<file path="src/sv/pvg_pkg.sv">
// Shared constants, types and CORDIC angle table for the polygon vertex generator.
package pvg_pkg;
   localparam int MaxSidesDef     = 63;
   localparam int CordicStepsDef  = 16;
   localparam int FractionBitsDef = 8;
   localparam int AngleTableLen   = 24;
   localparam int GainQ16         = 39797;
   localparam int RadiusLimitMm   = 50;
   localparam int MinSides        = 3;

   // One queued job: clamped request fields.
   typedef struct packed {
      logic [7:0]         sides;
      logic [15:0]        radius;
      logic signed [14:0] centre_x;
      logic signed [14:0] centre_y;
   } job_type;

   // atan(2^-k) in units of 2^-32 turn
   function automatic logic [31:0] atan_turns(input logic [4:0] k);
      logic [31:0] v;
      case (k)
         5'd0:  v = 32'd536870912;
         5'd1:  v = 32'd316933406;
         5'd2:  v = 32'd167458907;
         5'd3:  v = 32'd85004756;
         5'd4:  v = 32'd42667331;
         5'd5:  v = 32'd21354465;
         5'd6:  v = 32'd10679838;
         5'd7:  v = 32'd5340245;
         5'd8:  v = 32'd2670163;
         5'd9:  v = 32'd1335087;
         5'd10: v = 32'd667544;
         5'd11: v = 32'd333772;
         5'd12: v = 32'd166886;
         5'd13: v = 32'd83443;
         5'd14: v = 32'd41722;
         5'd15: v = 32'd20861;
         5'd16: v = 32'd10430;
         5'd17: v = 32'd5215;
         5'd18: v = 32'd2608;
         5'd19: v = 32'd1304;
         5'd20: v = 32'd652;
         5'd21: v = 32'd326;
         5'd22: v = 32'd163;
         5'd23: v = 32'd81;
         default: v = 32'd0;
      endcase
      return v;
   endfunction
endpackage

</file>
<file path="src/sv/polygon_vertex_generator_top.sv">
// Top level of the polygon vertex generator: request queue plus CORDIC engine.
//
//  channel | direction | payload (low bit first)
//  req_    | in        | tdata: sides[5:0], radius[21:6], centre_x[36:22], centre_y[51:37]
//  rsp_    | out       | tdata: point_x[15:0], point_y[31:16]; tlast: last_point
//
// Each point passes through the divider, one setup step, CORDIC_STEPS rotation
// steps and the output states; the closing point skips the divide. A request
// of n sides gives n+1 points, after the job is picked up in the idle state.
// The shared divider and single CORDIC unit serve one point at a time.
// Reset is synchronous and clears the queue and engine state.
// A stalled rsp_ holds the engine; the two-entry request queue keeps taking
// requests meanwhile until it is full.
module polygon_vertex_generator_top #(
   parameter int MAX_SIDES     = pvg_pkg::MaxSidesDef,
   parameter int CORDIC_STEPS  = pvg_pkg::CordicStepsDef,
   parameter int FRACTION_BITS = pvg_pkg::FractionBitsDef
) (
   input  logic        clock,
   input  logic        reset,
   input  logic        req_tvalid,
   output logic        req_tready,
   input  logic [55:0] req_tdata,   // sides, radius, centre_x, centre_y, zero pad
   output logic        rsp_tvalid,
   input  logic        rsp_tready,
   output logic [31:0] rsp_tdata,   // point_x, point_y
   output logic        rsp_tlast    // last_point
);
   import pvg_pkg::*;
   job_type job;
   logic    job_valid, job_ready;

   // queue requests so the engine and the request side stall independently
   pvg_front #(.MAX_SIDES(MAX_SIDES), .FRACTION_BITS(FRACTION_BITS)) u_front (
      .clock, .reset,
      .in_valid(req_tvalid), .in_ready(req_tready),
      .in_sides(req_tdata[5:0]), .in_radius(req_tdata[21:6]),
      .in_cx(req_tdata[36:22]), .in_cy(req_tdata[51:37]),
      .job_valid, .job_ready, .job
   );

   pvg_back #(.CORDIC_STEPS(CORDIC_STEPS)) u_back (
      .clock, .reset, .job_valid, .job_ready, .job,
      .out_valid(rsp_tvalid), .out_ready(rsp_tready),
      .out_x(rsp_tdata[15:0]), .out_y(rsp_tdata[31:16]), .out_last(rsp_tlast)
   );
endmodule

</file>
<file path="src/sv/pvg_front.sv">
// Request intake: clamps side count and radius and queues the job.
module pvg_front #(
   parameter int MAX_SIDES     = pvg_pkg::MaxSidesDef,
   parameter int FRACTION_BITS = pvg_pkg::FractionBitsDef
) (
   input  logic             clock,
   input  logic             reset,
   input  logic             in_valid,
   output logic             in_ready,
   input  logic [5:0]       in_sides,
   input  logic [15:0]      in_radius,
   input  logic [14:0]      in_cx,
   input  logic [14:0]      in_cy,
   output logic             job_valid,
   input  logic             job_ready,
   output pvg_pkg::job_type job
);
   import pvg_pkg::*;
   localparam logic [15:0] RadLim = 16'(RadiusLimitMm << FRACTION_BITS);
   localparam logic [7:0]  MaxS   = 8'(MAX_SIDES);

   job_type q_ff [2];
   logic    wp_ff, wp_in, rp_ff, rp_in;
   logic [1:0] cnt_ff, cnt_in;
   job_type  cl;
   logic     push, pop;

   always_comb begin
      cl.sides = {2'b00, in_sides};
      if (cl.sides < 8'(MinSides)) cl.sides = 8'(MinSides);
      if (cl.sides > MaxS) cl.sides = MaxS;
      cl.radius   = (in_radius > RadLim) ? RadLim : in_radius;
      cl.centre_x = in_cx;
      cl.centre_y = in_cy;
   end

   assign in_ready  = (cnt_ff != 2'd2);
   assign job_valid = (cnt_ff != 2'd0);
   assign job       = q_ff[rp_ff];
   assign push      = in_valid && in_ready;
   assign pop       = job_valid && job_ready;
   assign wp_in     = push ? ~wp_ff : wp_ff;
   assign rp_in     = pop ? ~rp_ff : rp_ff;
   assign cnt_in    = 2'(cnt_ff + {1'b0, push} - {1'b0, pop});

   always_ff @(posedge clock) begin
      if (reset) begin
         wp_ff  <= 1'b0;
         rp_ff  <= 1'b0;
         cnt_ff <= 2'd0;
      end else begin
         wp_ff  <= wp_in;
         rp_ff  <= rp_in;
         cnt_ff <= cnt_in;
      end
      if (push) q_ff[wp_ff] <= cl;
   end

`ifndef SYNTHESIS
   a_no_overflow: assert property (@(posedge clock) disable iff (reset)
      cnt_ff == 2'd2 |-> !push) else $error("queue overflow");
   a_no_underflow: assert property (@(posedge clock) disable iff (reset)
      cnt_ff == 2'd0 |-> !pop) else $error("queue underflow");
   a_count: assert property (@(posedge clock) disable iff (reset)
      push && !pop && cnt_ff == 2'd0 |=> cnt_ff == 2'd1) else $error("count slip");
`endif
endmodule

</file>
<file path="src/sv/pvg_back.sv">
// Job engine: phase stepping, iterative CORDIC and output register.
module pvg_back #(
   parameter int CORDIC_STEPS = pvg_pkg::CordicStepsDef
) (
   input  logic             clock,
   input  logic             reset,
   input  logic             job_valid,
   output logic             job_ready,
   input  pvg_pkg::job_type job,
   output logic             out_valid,
   input  logic             out_ready,
   output logic [15:0]      out_x,
   output logic [15:0]      out_y,
   output logic             out_last
);
   import pvg_pkg::*;
   localparam int StepW = $clog2(CORDIC_STEPS + 1);
   localparam int XW    = 36;   // radius*gain plus CORDIC growth
   localparam int ZW    = 34;

   localparam logic [2:0] S_IDLE = 3'd0, S_DIV = 3'd1, S_ROT = 3'd2,
                          S_FIN = 3'd3, S_OUT = 3'd4, S_MUL = 3'd5;

   logic [2:0]  st_ff, st_in;
   job_type     job_ff;
   logic [7:0]  idx_ff;
   logic [7:0]  rem_ff;             // partial remainder of the divider
   logic [15:0] quo_ff;
   logic [4:0]  dcnt_ff;
   logic [StepW-1:0] k_ff;
   logic signed [XW-1:0] x_ff, y_ff;
   logic signed [ZW-1:0] z_ff;
   logic        flip_ff;
   logic [15:0] ox_ff, oy_ff;
   logic        olast_ff, ovalid_ff, ovalid_in;

   logic [15:0] ph, pf;
   logic        fl;
   logic [8:0]  trial;
   logic signed [XW-1:0] xs, ys, xr, yr;
   logic signed [16:0] cr, sr;

   assign job_ready = (st_ff == S_IDLE);
   assign out_valid = ovalid_ff;
   assign out_x     = ox_ff;
   assign out_y     = oy_ff;
   assign out_last  = olast_ff;

   // load a new beat when the engine finishes, else drop the taken one
   assign ovalid_in = (st_ff == S_FIN && (!ovalid_ff || out_ready)) ? 1'b1 :
                      (out_ready ? 1'b0 : ovalid_ff);

   // restoring divide step: 8-bit partial remainder with one new dividend bit
   assign trial = {rem_ff, quo_ff[15]} - {1'b0, job_ff.sides};

   always_comb begin
      ph = 16'(quo_ff + 16'd16384);
      fl = (ph >= 16'd16384) && (ph < 16'd49152);
      pf = fl ? 16'(ph - 16'd32768) : ph;
   end

   assign xs = x_ff >>> k_ff;
   assign ys = y_ff >>> k_ff;
   assign xr = (x_ff + $signed(XW'(32768))) >>> 16;
   assign yr = (y_ff + $signed(XW'(32768))) >>> 16;
   assign cr = flip_ff ? -17'(xr) : 17'(xr);
   assign sr = flip_ff ? -17'(yr) : 17'(yr);

   always_comb begin
      st_in = st_ff;
      case (st_ff)
         S_IDLE: if (job_valid) st_in = S_DIV;
         S_DIV:  if (dcnt_ff == 5'd16 || idx_ff == job_ff.sides) st_in = S_MUL;
         S_MUL:  st_in = S_ROT;
         S_ROT:  if (k_ff == StepW'(CORDIC_STEPS - 1)) st_in = S_FIN;
         S_FIN:  if (!ovalid_ff || out_ready) st_in = S_OUT;
         S_OUT:  st_in = (idx_ff == job_ff.sides) ? S_IDLE : S_DIV;
         default: st_in = S_IDLE;
      endcase
   end

   always_ff @(posedge clock) begin
      if (reset) begin
         st_ff     <= S_IDLE;
         ovalid_ff <= 1'b0;
      end else begin
         st_ff     <= st_in;
         ovalid_ff <= ovalid_in;
      end
      case (st_ff)
         S_IDLE: begin
            job_ff  <= job;
            idx_ff  <= 8'd0;
            quo_ff  <= 16'd0;
            rem_ff  <= 8'd0;
            dcnt_ff <= 5'd0;
         end
         S_DIV: begin
            // divide idx*65536 by sides, one quotient bit a cycle; quo_ff
            // holds dividend bits shifting out the top, quotient bits in
            if (idx_ff == job_ff.sides) begin
               quo_ff <= 16'd0;           // closing point repeats phase 0
            end else if (dcnt_ff != 5'd16) begin
               dcnt_ff <= 5'(dcnt_ff + 5'd1);
               if (!trial[8]) begin
                  rem_ff <= trial[7:0];
                  quo_ff <= {quo_ff[14:0], 1'b1};
               end else begin
                  rem_ff <= {rem_ff[6:0], quo_ff[15]};
                  quo_ff <= {quo_ff[14:0], 1'b0};
               end
            end
         end
         S_MUL: begin
            flip_ff <= fl;
            z_ff    <= ZW'($signed(pf)) <<< 16;
            x_ff    <= XW'(job_ff.radius) * XW'(GainQ16);
            y_ff    <= '0;
            k_ff    <= '0;
         end
         S_ROT: begin
            k_ff <= StepW'(k_ff + 1'b1);
            if (!z_ff[ZW-1]) begin
               x_ff <= x_ff - ys;
               y_ff <= y_ff + xs;
               z_ff <= z_ff - ZW'(atan_turns(5'(k_ff)));
            end else begin
               x_ff <= x_ff + ys;
               y_ff <= y_ff - xs;
               z_ff <= z_ff + ZW'(atan_turns(5'(k_ff)));
            end
         end
         S_FIN: if (!ovalid_ff || out_ready) begin
            ox_ff    <= 16'(cr + 17'(job_ff.centre_x));
            oy_ff    <= 16'(sr + 17'(job_ff.centre_y));
            olast_ff <= (idx_ff == job_ff.sides);
         end
         S_OUT: begin
            idx_ff  <= 8'(idx_ff + 8'd1);
            dcnt_ff <= 5'd0;
            // dividend (idx+1)*65536: seed the partial remainder with idx+1,
            // below sides except on the closing point
            rem_ff  <= 8'(idx_ff + 8'd1);
            quo_ff  <= 16'd0;
         end
         default: ;
      endcase
   end

`ifndef SYNTHESIS
   a_out_hold: assert property (@(posedge clock) disable iff (reset)
      out_valid && !out_ready |=> out_valid) else $error("result dropped");
   a_last_end: assert property (@(posedge clock) disable iff (reset)
      st_ff == S_OUT && idx_ff == job_ff.sides |=> st_ff == S_IDLE)
      else $error("run did not end");
   a_busy: assert property (@(posedge clock) disable iff (reset)
      st_ff != S_IDLE |-> !job_ready) else $error("accept while busy");
`endif
endmodule
</file>
<file path="config.mk">
export PLATFORM = sky130hd
export DESIGN_NAME = polygon_vertex_generator_top
export DESIGN_NICKNAME = d
export VERILOG_FILES = /design/src/sv/pvg_pkg.sv /design/src/sv/polygon_vertex_generator_top.sv /design/src/sv/pvg_front.sv /design/src/sv/pvg_back.sv
export SDC_FILE = /design/constraint.sdc
export NUM_CORES = 2
export LEC_CHECK = 0
export BUFFER_PORTS_ARGS = -buffer_cell sky130_fd_sc_hd__buf_2
export CAP_MARGIN = 10
export CORE_ASPECT_RATIO = 2
export CORE_UTILIZATION = 50
export CTS_CLUSTER_SIZE = 20
export DETAILED_ROUTE_END_ITERATION = 8
export PLACE_DENSITY_LB_ADDON = 0.08
export SETUP_SLACK_MARGIN = 0.5
export SYNTH_ARGS = -nofsm -noshare
export SYNTH_HDL_FRONTEND = slang
export SYNTH_HIERARCHICAL = 1
export SYNTH_SLANG_ARGS = --single-unit
</file>
<file path="constraint.sdc">
create_clock -name clock -period 7.5 [get_ports clock]
set_clock_uncertainty 0.15 [all_clocks]
set_input_delay 0.75 -clock clock [delete_from_list [all_inputs] [get_ports clock]]
set_output_delay 0.75 -clock clock [all_outputs]
set_load 0.05 [all_outputs]
</file>
==> flow_metrics.tcl <==
set metrics [dict create \
    status "completed" \
    antenna_found_initial 6 \
    r2r-start "u_back/y_ff[26]$_SDFFCE_PN0N_" \
    worstHoldPathCells 1 \
    fillers 6115 \
    ys_ff_latch 379 \
    start_util_pct 50.7 \
    drt-total-wl_mm 114 \
    critPathBufInv 3 \
    reg2reg_to "u_back/x_ff[35]$_SDFFCE_PN0N_" \
    crit_required_ns 7.67 \
    synthFlopType "edfxtp_1" \
    end_kind "flip-flop" \
    clkTransAtPathRegs_ns 0.07 \
    grt_first_pass_wirelength_mm 173 \
    tightest_slew_ns 1.17 \
    worst-setup-path-type "flip-flop to flip-flop" \
    dp_slack_ns 0.262 \
    dr.pass1.iters 6 \
    max_stage_delay_ns 0.59 \
    path_max_fanout 5 \
    drc 0 \
    grt_pass1_vias 30100 \
    place_congestion 1.08 \
    startpoint "u_back/y_ff[26]$_SDFFCE_PN0N_" \
    period_share_pct 90.3 \
    syn_inst 3530 \
    grt_max_degree 104 \
    async_reset_ff_share_pct 0 \
    final.min_clock_period_ns 6.77 \
    drtIter0Drc 1990 \
    max_clock_freq_mhz 148 \
    syn_avg_cell_area_um2 10.0 \
    holdPathEnd "u_front/q_ff[1][22]$_DFFE_PP_" \
    maxSlewViolCount 0 \
    fin_tns_setup_ns 0 \
    critPathArrivalTime_ns 6.94 \
    crit_path_cell_trace "mux4_2 > mux4_2 > o221ai_2 > or3b_4 > nor3_4 > or4b_4 > nor2_1 > buf_4 > a21oi_1 > xnor2_1 > ha_1 > a21oi_1 > o21ai_0 > nor3_1 > a211oi_1 > buf_4 > a21o_1 > a221o_1 > a21oi_2 > o21ai_0 > xnor2_1 > buf_4 > nor2_1" \
    synth.top_cell.area_share_pct 28.9 \
    cts-root-buf "clkbuf_16" \
    synthesis.area_um2 35400 \
    synth_seq_area_share_pct 31.1 \
    port_buffers 90 \
    r2r_cells 23 \
    layout.nets 4201 \
    h-tree-depth 2 \
    drive_gt1_share_pct 17.2 \
    cpMostUsedCell "buf_4" \
    cts_tree "done" \
    rsz0062_at_grt "true" \
    synthTopCellsByArea "edfxtp_1 (29%), ha_1 (10%), fa_1 (6.2%)" \
    numClockSinks 379 \
    dp_hpwl_mm 88.3 \
    hold_class "input port to flip-flop" \
    num_rows 137 \
    setup_viol 0 \
    crit_path_start_kind "flip-flop" \
    synth_edf_count 340 \
    hp-start "req_tdata[29]" \
    crit_family "compound AO/OA/AOI/OAI gates" \
    overflow 0 \
    wl_per_cell_um 24.3 \
    clock_latency_ns 0.60 \
    synthToLayoutAreaGrowth_pct 11.5 \
    ys_types 101 \
    slew_headroom_pct 21.3 \
    dieHeight_um 378 \
    max_cap_viol_count 0 \
    rrSetupSlack_ns 0.73 \
    holdBufCountCts 0 \
    fp.coreArea_um2 69800 \
    setup_ws_ns 0.730 \
    numCtsBuffers 39 \
    die_area_um2 71900 \
    die_w_um 190 \
    cp_slowest_cell "mux4_2" \
    yosys-top-cells-count "edfxtp_1 (340), nor2_1 (299), ha_1 (286)" \
    via_per_inst 6.16 \
    yosys_warnings 6 \
    yosysTopAreaCell "edfxtp_1" \
    yosysMostFrequentCell "edfxtp_1" \
    num_io_pins 95 \
    cts_max_path_buffers 3 \
    vias 28800 \
    ant_nets 0 \
    grt.total_usage_pct 32.1 \
    finalHoldViolCount 0 \
]
==> cell usage in the layout (no fill, tap or decap), types with 25 or more instances in the layout <==
cell type and n:
fa_1 109, buf_4 232, xor2_1 136, nand2_1 221
nand3_1 66, mux2_2 46, ha_1 286, nor2_1 296
mux4_2 93, nor3_1 69, clkbuf_16 42, nor2b_1 30
dfxtp_1 38, o21a_1 33, a31oi_1 51, mux2_4 53
a21o_1 78, xnor2_1 175, edfxtp_1 340, a21oi_1 228
mux2i_1 67, and3_1 35, buf_2 90, nand2b_1 34
a211oi_1 25, o21ai_0 147, o22ai_1 37, and2_1 58
o21bai_1 40, inv_1 255
==> per-stage QoR <==
stage | instance area [µm²] | hold slack, ns | cells | util (%)
2_1_floorplan | 35400 | 0.331 | 3535 | -
3_3_place_gp | 37900 | 0.349 | 4591 | 54.3
3_5_place_dp | 37900 | 0.366 | 4591 | 54.3
4_1_cts | 39300 | 0.155 | 4672 | 56.4
5_1_grt | 39400 | 0.167 | 4680 | 56.5
6_report | 39400 | 0.187 | 4682 | 56.5
==> per-layer routing <==
layer | part of all wire [%] | track usage (%) | wire length, µm
met5 | 0.025 | 0 | 28
met1 | 35 | 32.8 | 39600
met3 | 5.5 | 5.76 | 6290
met2 | 50 | 56.5 | 57100
met4 | 9.5 | 26.3 | 10900
==> state kept, by name (all words and copies together) (netlist names), 5 cells and up, named ones only <==
name	count
u_back/dcnt_ff	5
u_back/idx_ff	8
u_back/job_ff	54
u_back/k_ff	5
u_back/out_x	16
u_back/out_y	16
u_back/quo_ff	16
u_back/rem_ff	8
u_back/x_ff	36
u_back/y_ff	36
u_back/z_ff	34
u_front/q_ff	104
==> kinds of logic (layout without fill, tap and decap cells) <==
family / Yosys count / after routing / synth area share [%]
AND/OR/NAND/NOR: 932 / 932 / 12.9
flip-flops: 379 / 379 / 31.1
buffers and inverters: 425 / 666 / 5.31
AO/OA/AOI/OAI: 827 / 827 / 15.2
adder cells (fa/ha/maj): 395 / 395 / 16.3
other: 1 / 9 / 0.0106
multiplexers: 260 / 260 / 11.6
XOR/XNOR: 311 / 311 / 7.70
==> worst register-to-register path, stage by stage, from the launching register on <==
cell      delay [ns]
edfxtp_1        0.58
mux4_2          0.59
mux4_2          0.56
o221ai_2        0.35
or3b_4          0.47
nor3_4          0.19
or4b_4          0.52
nor2_1          0.19
buf_4           0.15
a21oi_1         0.06
xnor2_1         0.19
ha_1            0.29
a21oi_1         0.18
o21ai_0         0.18
nor3_1          0.22
a211oi_1        0.10
buf_4           0.16
a21o_1          0.19
a221o_1         0.35
a21oi_2         0.17
o21ai_0         0.14
xnor2_1         0.31
buf_4           0.17
nor2_1          0.03
==> what timing repair did <==
| action | CTS | global route |
|---|---|---|
| gates resized for setup | 0 | 14 |
| pin swaps | 0 | 1 |
| setup buffers | 10 | 6 |
| setup endpoints to repair | 2 | 17 |
==> layout make-up <==
cell class                 count  area (µm²)  area share [%]
antenna                        3        7.51          0.0190
multi-input combinational   2731       22600            57.3
clock buffer                  48        1080            2.75
timing repair buffer         335        2420            6.14
sequential                   379       11000            27.9
tap                          903        1130            2.86
clock inverter                23         238           0.603
inverter                     260         981            2.49
==> how the worst max path moves through the flow <==
| stage | cells past startpoint | slack (ns) | endpoint |
|---|---|---|---|
| after CTS | 27 | 0.53 | u_back/x_ff[35]$_SDFFCE_PN0N_ |
| after floorplan | 23 | 1.07 | u_back/x_ff[31]$_DFFE_PN_ |
| final | 23 | 0.73 | u_back/x_ff[35]$_SDFFCE_PN0N_ |
| after global placement | 27 | 0.34 | u_back/x_ff[35]$_SDFFCE_PN0N_ |
| after detailed placement | 27 | 0.26 | u_back/x_ff[35]$_SDFFCE_PN0N_ |
| after global routing | 28 | 0.44 | u_back/x_ff[35]$_SDFFCE_PN0N_ |
Power is not shown: default switching activity piles up to over one toggle a cycle in this logic, so the estimate is an artifact.
